### src/hw/rtl/pcmmm_pkg.sv
// Package for the per-channel min/max/mean statistics block.
// Holds field widths, opcodes, register indexes and shared structs.
// No dependencies.
package pcmmm_pkg;

  localparam int unsigned ValueW   = 20;
  localparam int unsigned TimeW    = 17;
  localparam int unsigned ChanW    = 4;
  localparam int unsigned SumW     = 36;
  localparam int unsigned CountW   = 16;
  localparam int unsigned DefChannels = 16;
  localparam int unsigned QueueDepth  = 4;

  localparam logic [ValueW-1:0] LowReset  = 20'd9000;
  localparam logic [ValueW-1:0] HighReset = 20'd16000;
  localparam logic [CountW-1:0] CountMax  = '1;

  typedef enum logic {
    OpRecord = 1'b0,
    OpRead   = 1'b1
  } op_e;

  typedef enum logic {
    RegLowLimit  = 1'b0,
    RegHighLimit = 1'b1
  } reg_idx_e;

  // One classified command handed from the front to the back.
  typedef struct packed {
    op_e               op;
    logic              in_range;
    logic [ChanW-1:0]  chan;
    logic              win_ok;
    logic [ValueW-1:0] value;
    logic [TimeW-1:0]  stamp;
  } cmd_t;

  // Statistics snapshot handed to the divider stage.
  typedef struct packed {
    logic [ChanW-1:0]  chan;
    logic              has_data;
    logic [ValueW-1:0] min_value;
    logic [TimeW-1:0]  min_time;
    logic [ValueW-1:0] max_value;
    logic [TimeW-1:0]  max_time;
    logic [SumW-1:0]   sum;
    logic [CountW-1:0] count;
  } snap_t;

  typedef enum logic [1:0] {
    DivIdle,
    DivRun,
    DivDone
  } div_state_e;

endpackage

### src/hw/rtl/pcmmm_front.sv
// Front end: accepts input beats, checks window and channel range, and
// pushes classified commands into a small queue. Depends on pcmmm_pkg.
module pcmmm_front import pcmmm_pkg::*; #(
  parameter int unsigned Channels = DefChannels
) (
  input  logic              clk_i,
  input  logic              rst_ni,
  input  logic              s_tvalid_i,
  output logic              s_tready_o,
  input  logic              op_i,
  input  logic [ChanW-1:0]  chan_i,
  input  logic [ValueW-1:0] value_i,
  input  logic [TimeW-1:0]  stamp_i,
  input  logic [ValueW-1:0] low_limit_i,
  input  logic [ValueW-1:0] high_limit_i,
  output logic              cmd_valid_o,
  input  logic              cmd_ready_i,
  output cmd_t              cmd_o
);

  localparam int unsigned PtrW = $clog2(QueueDepth);

  cmd_t            mem_q [QueueDepth];
  logic [PtrW-1:0] wr_q, wr_d, rd_q, rd_d;
  logic [PtrW:0]   cnt_q, cnt_d;
  cmd_t            cmd_in;
  logic            push, pop;

  assign s_tready_o  = (cnt_q != (PtrW+1)'(QueueDepth));
  assign cmd_valid_o = (cnt_q != '0);
  assign cmd_o       = mem_q[rd_q];
  assign push        = s_tvalid_i && s_tready_o;
  assign pop         = cmd_valid_o && cmd_ready_i;

  always_comb begin
    cmd_in.op       = op_e'(op_i);
    cmd_in.in_range = (32'(chan_i) < Channels);
    cmd_in.chan     = chan_i;
    cmd_in.win_ok   = (value_i >= low_limit_i) && (value_i <= high_limit_i);
    cmd_in.value    = value_i;
    cmd_in.stamp    = stamp_i;
  end

  always_comb begin
    wr_d  = push ? wr_q + 1'b1 : wr_q;
    rd_d  = pop ? rd_q + 1'b1 : rd_q;
    cnt_d = cnt_q + (PtrW+1)'(push) - (PtrW+1)'(pop);
  end

  always_ff @(posedge clk_i or negedge rst_ni) begin
    if (!rst_ni) begin
      wr_q  <= '0;
      rd_q  <= '0;
      cnt_q <= '0;
    end else begin
      wr_q  <= wr_d;
      rd_q  <= rd_d;
      cnt_q <= cnt_d;
    end
  end

  always_ff @(posedge clk_i) begin
    if (push) begin
      mem_q[wr_q] <= cmd_in;
    end
  end

  assert property (@(posedge clk_i) disable iff (!rst_ni)
    cnt_q <= (PtrW+1)'(QueueDepth))
    else $error("queue count overflow");
  assert property (@(posedge clk_i) disable iff (!rst_ni)
    (push && !pop) |=> cnt_q == $past(cnt_q) + 1'b1)
    else $error("queue count missed a push");
  assert property (@(posedge clk_i) disable iff (!rst_ni)
    (cnt_q == '0) |-> !pop)
    else $error("pop from empty queue");

endmodule

### src/hw/rtl/pcmmm_back.sv
// Back end: per-channel statistic registers updated by
// read-modify-write, plus a bit-serial divider for reads. Depends on pcmmm_pkg.
module pcmmm_back import pcmmm_pkg::*; #(
  parameter int unsigned Channels = DefChannels
) (
  input  logic              clk_i,
  input  logic              rst_ni,
  input  logic              cmd_valid_i,
  output logic              cmd_ready_o,
  input  cmd_t              cmd_i,
  output logic              res_valid_o,
  input  logic              res_ready_i,
  output snap_t             res_o,
  output logic [ValueW-1:0] mean_o
);

  localparam int unsigned IdxW = (Channels > 1) ? $clog2(Channels) : 1;
  localparam int unsigned StepW = $clog2(SumW + 1);

  logic [ValueW-1:0] minv_q [Channels];
  logic [TimeW-1:0]  mint_q [Channels];
  logic [ValueW-1:0] maxv_q [Channels];
  logic [TimeW-1:0]  maxt_q [Channels];
  logic [SumW-1:0]   sum_q  [Channels];
  logic [CountW-1:0] cnt_q  [Channels];

  logic [IdxW-1:0]   idx;
  logic              take, rec;
  div_state_e        st_q, st_d;
  snap_t             snap_q;
  logic [SumW-1:0]   quo_q, quo_d;
  logic [CountW:0]   rem_q, rem_d;
  logic [StepW-1:0]  step_q, step_d;
  logic [CountW:0]   trial;
  logic              load;

  assign idx  = IdxW'(cmd_i.chan);
  assign take = cmd_valid_i && cmd_ready_o;
  assign rec  = take && (cmd_i.op == OpRecord) && cmd_i.in_range && cmd_i.win_ok;
  assign load = take && (cmd_i.op == OpRead);

  // Records flow every cycle; a read holds the back end until its result leaves.
  assign cmd_ready_o = (st_q == DivIdle);

  always_ff @(posedge clk_i or negedge rst_ni) begin
    if (!rst_ni) begin
      for (int c = 0; c < Channels; c++) begin
        minv_q[c] <= '0;
        mint_q[c] <= '0;
        maxv_q[c] <= '0;
        maxt_q[c] <= '0;
        sum_q[c]  <= '0;
        cnt_q[c]  <= '0;
      end
    end else if (rec) begin
      if (cnt_q[idx] == '0) begin
        minv_q[idx] <= cmd_i.value;
        mint_q[idx] <= cmd_i.stamp;
        maxv_q[idx] <= cmd_i.value;
        maxt_q[idx] <= cmd_i.stamp;
      end else begin
        if (cmd_i.value < minv_q[idx] ||
            (cmd_i.value == minv_q[idx] && cmd_i.stamp < mint_q[idx])) begin
          minv_q[idx] <= cmd_i.value;
          mint_q[idx] <= cmd_i.stamp;
        end
        if (cmd_i.value > maxv_q[idx] ||
            (cmd_i.value == maxv_q[idx] && cmd_i.stamp < maxt_q[idx])) begin
          maxv_q[idx] <= cmd_i.value;
          maxt_q[idx] <= cmd_i.stamp;
        end
      end
      if (cnt_q[idx] != CountMax) begin
        sum_q[idx] <= sum_q[idx] + SumW'(cmd_i.value);
        cnt_q[idx] <= cnt_q[idx] + 1'b1;
      end
    end
  end

  always_comb begin
    st_d = st_q;
    case (st_q)
      DivIdle: if (load) st_d = DivRun;
      DivRun:  if (step_q == StepW'(SumW - 1)) st_d = DivDone;
      DivDone: if (res_ready_i) st_d = DivIdle;
      default: st_d = DivIdle;
    endcase
  end

  // Restoring division, one quotient bit per cycle, MSB first.
  assign trial = {rem_q[CountW-1:0], quo_q[SumW-1]};

  always_comb begin
    quo_d  = quo_q;
    rem_d  = rem_q;
    step_d = step_q;
    if (load) begin
      quo_d  = (cmd_i.in_range && cnt_q[idx] != '0) ? sum_q[idx] : '0;
      rem_d  = '0;
      step_d = '0;
    end else if (st_q == DivRun) begin
      step_d = step_q + 1'b1;
      if (trial >= {1'b0, snap_q.count}) begin
        rem_d = trial - {1'b0, snap_q.count};
        quo_d = {quo_q[SumW-2:0], 1'b1};
      end else begin
        rem_d = trial;
        quo_d = {quo_q[SumW-2:0], 1'b0};
      end
    end
  end

  always_ff @(posedge clk_i or negedge rst_ni) begin
    if (!rst_ni) begin
      st_q   <= DivIdle;
      step_q <= '0;
    end else begin
      st_q   <= st_d;
      step_q <= step_d;
    end
  end

  always_ff @(posedge clk_i) begin
    quo_q <= quo_d;
    rem_q <= rem_d;
    if (load) begin
      snap_q.chan     <= cmd_i.chan;
      if (cmd_i.in_range && cnt_q[idx] != '0) begin
        snap_q.has_data  <= 1'b1;
        snap_q.min_value <= minv_q[idx];
        snap_q.min_time  <= mint_q[idx];
        snap_q.max_value <= maxv_q[idx];
        snap_q.max_time  <= maxt_q[idx];
        snap_q.sum       <= sum_q[idx];
        snap_q.count     <= cnt_q[idx];
      end else begin
        snap_q.has_data  <= 1'b0;
        snap_q.min_value <= '0;
        snap_q.min_time  <= '0;
        snap_q.max_value <= '0;
        snap_q.max_time  <= '0;
        snap_q.sum       <= '0;
        // The quotient of an empty channel is meaningless; mean_o masks it to zero.
        snap_q.count     <= '0;
      end
    end
  end

  assign res_valid_o = (st_q == DivDone);
  assign res_o       = snap_q;
  assign mean_o      = snap_q.has_data ? quo_q[ValueW-1:0] : '0;

  assert property (@(posedge clk_i) disable iff (!rst_ni)
    res_valid_o |-> !cmd_ready_o)
    else $error("back end took a command while a result waits");
  assert property (@(posedge clk_i) disable iff (!rst_ni)
    (res_valid_o && !res_ready_i) |=> res_valid_o && $stable(mean_o))
    else $error("stalled result changed");
  assert property (@(posedge clk_i) disable iff (!rst_ni)
    load |=> st_q == DivRun)
    else $error("read did not start the divider");

endmodule

### src/hw/rtl/per_channel_min_max_mean.sv
// Top level of the per-channel min/max/mean statistics block.
// Instantiates pcmmm_front and pcmmm_back; uses pcmmm_pkg.
//
// Use: input beats on s_axis carry opcode, channel, value and time. A record
// beat updates that channel's minimum, maximum, sum and count when the value
// lies inside [low_limit, high_limit]; it gives no output. A read beat gives
// one output beat on m_axis with the channel's statistics and floor(sum/count).
// Record beats are taken one per cycle while the queue has room and update at
// the edge they leave the four-entry command queue, which a read in progress can
// delay. A read holds the back end while it snapshots the channel, runs the
// bit-serial divider (one quotient bit a cycle over the 36-bit sum) and presents
// the result, held in its register until m_axis_tready; meanwhile the queue keeps
// taking beats until it is full. Configuration writes on cfg (index 0 low_limit,
// index 1 high_limit) are taken at once, every cycle. Reset clears all
// statistics, the queue and the limits (9000 and 16000) at once; no clearing pass.
module per_channel_min_max_mean import pcmmm_pkg::*; #(
  parameter int unsigned Channels = DefChannels
) (
  input  logic        clk_i,
  input  logic        rst_ni,
  input  logic        s_axis_tvalid,
  output logic        s_axis_tready,
  input  logic        s_axis_tuser,  // opcode
  input  logic [47:0] s_axis_tdata,  // channel_id, sample_value, sample_time
  output logic        m_axis_tvalid,
  input  logic        m_axis_tready,
  output logic [119:0] m_axis_tdata, // out_channel, has_data, min_value,
                                     // min_time, max_value, max_time,
                                     // mean_value, sample_count
  input  logic        cfg_valid_i,
  output logic        cfg_ready_o,
  input  logic        cfg_index_i,
  input  logic [ValueW-1:0] cfg_data_i
);

  logic [ValueW-1:0] low_q, high_q;
  logic              cmd_valid, cmd_ready;
  cmd_t              cmd;
  snap_t             res;
  logic [ValueW-1:0] mean;

  assign cfg_ready_o = 1'b1;

  always_ff @(posedge clk_i or negedge rst_ni) begin
    if (!rst_ni) begin
      low_q  <= LowReset;
      high_q <= HighReset;
    end else if (cfg_valid_i) begin
      case (reg_idx_e'(cfg_index_i))
        RegLowLimit:  low_q  <= cfg_data_i;
        RegHighLimit: high_q <= cfg_data_i;
        default: ;
      endcase
    end
  end

  pcmmm_front #(.Channels(Channels)) u_front (
    .clk_i,
    .rst_ni,
    .s_tvalid_i   (s_axis_tvalid),
    .s_tready_o   (s_axis_tready),
    .op_i         (s_axis_tuser),
    .chan_i       (s_axis_tdata[3:0]),
    .value_i      (s_axis_tdata[23:4]),
    .stamp_i      (s_axis_tdata[40:24]),
    .low_limit_i  (low_q),
    .high_limit_i (high_q),
    .cmd_valid_o  (cmd_valid),
    .cmd_ready_i  (cmd_ready),
    .cmd_o        (cmd)
  );

  pcmmm_back #(.Channels(Channels)) u_back (
    .clk_i,
    .rst_ni,
    .cmd_valid_i (cmd_valid),
    .cmd_ready_o (cmd_ready),
    .cmd_i       (cmd),
    .res_valid_o (m_axis_tvalid),
    .res_ready_i (m_axis_tready),
    .res_o       (res),
    .mean_o      (mean)
  );

  assign m_axis_tdata = {5'b0, res.count, mean, res.max_time, res.max_value,
                         res.min_time, res.min_value, res.has_data, res.chan};

endmodule

### config.mk
export PLATFORM = sky130hd
export DESIGN_NAME = per_channel_min_max_mean
export DESIGN_NICKNAME = d
export VERILOG_FILES = /design/src/hw/rtl/pcmmm_pkg.sv /design/src/hw/rtl/pcmmm_front.sv /design/src/hw/rtl/pcmmm_back.sv /design/src/hw/rtl/per_channel_min_max_mean.sv
export SDC_FILE = /design/constraint.sdc
export NUM_CORES = 2
export LEC_CHECK = 0
export BUFFER_PORTS_ARGS = -buffer_cell sky130_fd_sc_hd__clkbuf_2
export CAP_MARGIN = 20
export CORE_MARGIN = 3
export CORE_UTILIZATION = 30
export DETAILED_ROUTE_END_ITERATION = 7
export PLACE_DENSITY = 0.48
export SLEW_MARGIN = 20
export SYNTH_ARGS = -nofsm -noshare
export SYNTH_HDL_FRONTEND = slang
export SYNTH_HIERARCHICAL = 1
export SYNTH_SLANG_ARGS = --single-unit
### constraint.sdc
create_clock -name clk_i -period 11.2 [get_ports clk_i]
set_input_delay 1.12 -clock clk_i [delete_from_list [all_inputs] [get_ports clk_i]]
set_output_delay 1.12 -clock clk_i [all_outputs]
set_load 0.1 [all_outputs]
# ---- Yosys cells after proc, flatten, opt, wreduce, memory -nomap -nowiden
# Memories as Yosys holds them, arrays and structs flattened.
# Cells that the tools add are included.
dict set report totals {
  ff_bits 2218
  ramBits 172
  input_bits 75
  output_inout_bits 123
  elab_cells 224
  n_memories 1
}
# name depth width rd rd_ports_with_merged_regs write_ports line
set mem_list {}
lappend mem_list {u_front.mem_q 4 43 1 0 1 pcmmm_front.sv:23} ;# cmd_t mem_q [QueueDepth];
dict set report op_classes {
  n_addsub 8
  magnitude_cmp 9
  n_eq_ne 10
  mux 55
  bitwise_logic 3
  reduce_logical 26
}
# cell count
set op_table {}
lappend op_table {{320-bit 2-to-1 mux} 4}
lappend op_table {{272-bit 2-to-1 mux} 4}
lappend op_table {{320-bit bitwise mux} 2}
lappend op_table {{576-bit bitwise mux} 1}
lappend op_table {{272-bit bitwise mux} 2}
lappend op_table {{256-bit bitwise mux} 1}
lappend op_table {{36-bit 2-to-1 mux} 6}
lappend op_table {{20-bit binary-select mux with 4-bit select} 2}
lappend op_table {{36-bit binary-select mux with 4-bit select} 1}
lappend op_table {{36-bit demux with 4-bit select} 1}
lappend op_table {{17-bit binary-select mux with 4-bit select} 2}
lappend op_table {{127-bit 2-to-1 mux} 1}
lappend op_table {{20-bit 2-to-1 mux} 6}
lappend op_table {{17-bit 2-to-1 mux} 5}
lappend op_table {{20-bit demux with 4-bit select} 1}
lappend op_table {{17-bit demux with 4-bit select} 1}
lappend op_table {{16-bit binary-select mux with 4-bit select} 1}
lappend op_table {{16-bit demux with 4-bit select} 1}
lappend op_table {{16-bit 2-to-1 mux} 4}
lappend op_table {{20-bit == test} 2}
lappend op_table {{36-bit by 20-bit adder with 36-bit output} 1}
lappend op_table {{17-bit < comparator} 2}
lappend op_table {{20-bit greater-or-equal comparator} 1}
lappend op_table {{20-bit greater-than comparator} 1}
lappend op_table {{34 further kinds} 58}

# ---- Longest topological paths before layout
# An unclocked memory read counts as a cell.
dict set report logic_depth {
  depth_word 10
  ltp_mapped 29
  mapped_depth_nobuf 14
}

# ---- Hierarchy
# The synthesis kept the hierarchy.
# mod instances cells_each area_each_um2
set by_module_without_submodules {}
lappend by_module_without_submodules {pcmmm_back 1 7299 101626.2}
lappend by_module_without_submodules {pcmmm_front 1 399 7576.0}
lappend by_module_without_submodules {per_channel_min_max_mean 1 94 1666.6}

# ---- Least setup slack after synthesis
# OpenSTA, ideal clock, no wires.
dict set report synth_timing {
  path_kind {reg2reg}
  startpoint {register u_front.rd_q[1]}
  endpoint {register u_back/mint_q[219] (netlist bit)}
  t_arrival_ns 6.710
  required_time_ns 11.075
  slack_ns 4.365
  path_stages_with_launch 30
  cell_sequence {dfrtp_1 clkbuf_1 clkbuf_1 mux4_2 buf_6 buf_12 buf_8 buf_8 buf_6 buf_6 buf_6 buf_6 buf_2 buf_2 buf_2 mux4_2 mux4_2 inv_1 ha_1 a21o_1 a21oi_1 nor2_1 a2111oi_0 nor2_1 o41ai_1 a21oi_4 buf_6 nor2_8 buf_6 mux2_2}
}
# item line
set synth_lines {}
lappend synth_lines {{start, declared} pcmmm_front.sv:24} ;# logic [PtrW-1:0] wr_q, wr_d, rd_q, rd_d;
lappend synth_lines {{start signal, assigned} pcmmm_front.sv:57} ;# rd_q <= rd_d;
lappend synth_lines {{end signal, assigned by index} pcmmm_back.sv:58} ;# mint_q[idx] <= cmd_i.stamp;
lappend synth_lines {{end signal, assigned by index} pcmmm_back.sv:65} ;# mint_q[idx] <= cmd_i.stamp;
lappend synth_lines {{end, declared} pcmmm_back.sv:21} ;# logic [TimeW-1:0] mint_q [Channels];

==> flow_metrics.env <==
export IMPL_clkLatencyLatePin_ns=0.91
export IMPL_fp_dieH_um=611
export IMPL_critical_path_buf_inv_count=5
export IMPL_layout_cells_non_filler=12800
export IMPL_via_per_inst=5.08
export IMPL_synthToLayoutAreaGrowth_pct=13.5
export IMPL_vdd_drop_max_v=0.000255
export IMPL_post_route_min_period_ns=8.05
export IMPL_grt_first_pass_wirelength_um=487000
export IMPL_critPathMaxFanout=62
export IMPL_r2r_worst_path_cells=17
export IMPL_fin_worst_skew_ns=0.0857
export IMPL_drtPass1Iterations=8
export IMPL_cts_repair_resized_insts=0
export IMPL_finalWeightedCongestion=0.771
export IMPL_clockRootBuffer="clkbuf_16"
export IMPL_cp_arrival_ns=8.76
export IMPL_filler_cell_count=35200
export IMPL_antenna_nets_post_route=0
export IMPL_status="finished clean"
export IMPL_die_width_um=611
export IMPL_most_frequent_standard_cell_in_the_layout_excluding_fill_and_tap_cells="dfrtp_1"
export IMPL_max_freq_ghz=0.124
export IMPL_clockBufferDepth=4
export IMPL_max_slew_margin_pct=22.6
export IMPL_cpMaxStageDelayCell="buf_4"
export IMPL_gr_usage_all_layers_pct=17.5
export IMPL_path_class="reg -> reg"
export IMPL_die_area_um2=373000
export IMPL_final_layout_size_suffix_gt1_share_pct=34.8
export IMPL_cts_htree_levels=5
export IMPL_portBuffers=184
export IMPL_worstPathRequired_ns=11.91
export IMPL_layout_cells_most_common_list="2058 x dfrtp_1, 945 x mux2_2, 929 x nand2_1, 798 x o21ai_0, 629 x mux4_2"
export IMPL_timing_critical_path_to_type="flop"
export IMPL_critical_path_max_stage_delay_ns=0.81
export IMPL_drtIter0Drc=4792
export IMPL_regToRegStartpoint="u_front/rd_q[1]$_DFFE_PN0P_"
export IMPL_timing_final_setup_violations=0
export IMPL_grt_start_max_net_pins=185
export IMPL_timing_critical_path_max_delay_family="buffers and inverters"
export IMPL_tritoncts_num_sinks=2390
export IMPL_tritoncts="done"
export IMPL_static_leakage_power_uw=0.0549
export IMPL_cts_hold_repair_buffers=0
export IMPL_cts_made_buffers=276
export IMPL_postRouteWirelength_um=329000
export IMPL_netlist_area_um2=110000
export IMPL_finalNetCount=8002
export IMPL_grt_antenna_before_repair=29
export IMPL_final_max_slew_violation_count=0
export IMPL_setup_repair_after_global_routing_missed_its_margin="false"
export IMPL_postSynthCellCount=7756
export IMPL_std_cell_rows=221
export IMPL_initial_utilization_pct=30.2
export IMPL_path_clk_slew_ns=0.06
export IMPL_cp_start_kind="flop"
export IMPL_drt_drc=0
export IMPL_gr_total_overflow=0
export IMPL_max_cap_viol_count=0
export IMPL_worst_hold_path_class="in -> async"
export IMPL_regToRegEndpoint="u_back/maxv_q[108]$_DFFE_PN0P_"
export IMPL_cp_common_cell="buf_4"
export IMPL_placed_cells_incl_taps=12300
export IMPL_avgRoutedWirePerCell_um=25.7
export IMPL_max_slew_worst_pin_slew_ns=1.16
export IMPL_regToRegSetupSlack_ns=3.15
export IMPL_crit_chain="mux4_4 > buf_12 > buf_4 > mux4_2 > mux4_2 > inv_1 > ha_1 > a21oi_1 > o21ai_0 > o2111ai_1 > a211oi_1 > nor4b_4 > a211oi_4 > buf_4 > nor2_4 > buf_4 > mux2_2"
export IMPL_synth_warning_count=6
export IMPL_finalCoreUtilization_pct=34.3
export IMPL_postSynthAreaPerCell_um2=14.2
export IMPL_ios=198
export IMPL_detailroute_via_count=64900
export IMPL_cts_setup_buffers=0
export IMPL_post_dp_hpwl_um=199000
export IMPL_first_global_vias=69000
export IMPL_final_setup_tns_ns=0
export IMPL_design_core_area_um2=363000
export IMPL_timing_final_crit_share_pct=71.9
export IMPL_timing_final_hold_violations=0
export IMPL_power_density_cell_area_nw_per_um2=250
==> cell type report <==
class	instances	area (µm²)	share of cell area (%)
antenna	3	7.51	0.00602
clock buffer	409	8100	6.50
clock inverter	82	911	0.731
inverter	157	599	0.481
multi-input combinational	4586	45200	36.2
sequential	2390	61300	49.2
tap	4794	6000	4.81
timing repair buffer	356	2590	2.08
==> worst max path at each step <==
stage / cells after the start / endpoint / start
after floorplan: 29 / u_back/mint_q[219]$_DFFE_PN0P_ / u_front/rd_q[1]$_DFFE_PN0P_
after global placement: 17 / u_back/maxv_q[114]$_DFFE_PN0P_ / u_front/rd_q[1]$_DFFE_PN0P_
after detailed placement: 17 / u_back/mint_q[262]$_DFFE_PN0P_ / u_front/rd_q[1]$_DFFE_PN0P_
after CTS: 15 / u_back/cnt_q[131]$_DFFE_PN0P_ / u_front/rd_q[0]$_DFFE_PN0P_
after global routing: 15 / u_back/sum_q[281]$_DFFE_PN0P_ / u_front/rd_q[1]$_DFFE_PN0P_
final: 17 / u_back/maxv_q[108]$_DFFE_PN0P_ / u_front/rd_q[1]$_DFFE_PN0P_
==> report_power, final <==
part           total [µW]  switching, µW  leakage (µW)  internal, µW
Clock                9050           3700       0.00443          5340
Sequential          11100            776        0.0316         10300
Combinational       11000           7060        0.0189          3980
==> state kept, by name, summed over array words and instances (netlist names), 95 cells and up <==
register and count:
u_back/res_o 95, u_front/mem_q 172, u_back/maxt_q 272, u_back/minv_q 320
u_back/sum_q 576, u_back/cnt_q 256, u_back/mint_q 272, u_back/maxv_q 320
==> through the flow <==
step                hold WS, ns  setup WS, ns  power (µW)  area, µm²
floorplan                 0.433          4.37       18600     110000
global placement          0.454          3.02       22200     115000
detailed placement        0.453          3.03       22400     115000
finish                    0.293          3.15       31200     125000
global route              0.296          2.61       32800     125000
CTS                       0.260          3.03       31600     124000
==> per-layer routing <==
metal  track usage (%)  routed length [µm]  vias up
met5                 0                  28        -
li1                  -                   -    28100
met4              3.69                6650        6
met3              2.30               13800      405
met2              29.5              160000     1392
met1              24.1              148000    34900
Power figures use the tool's default switching activity.
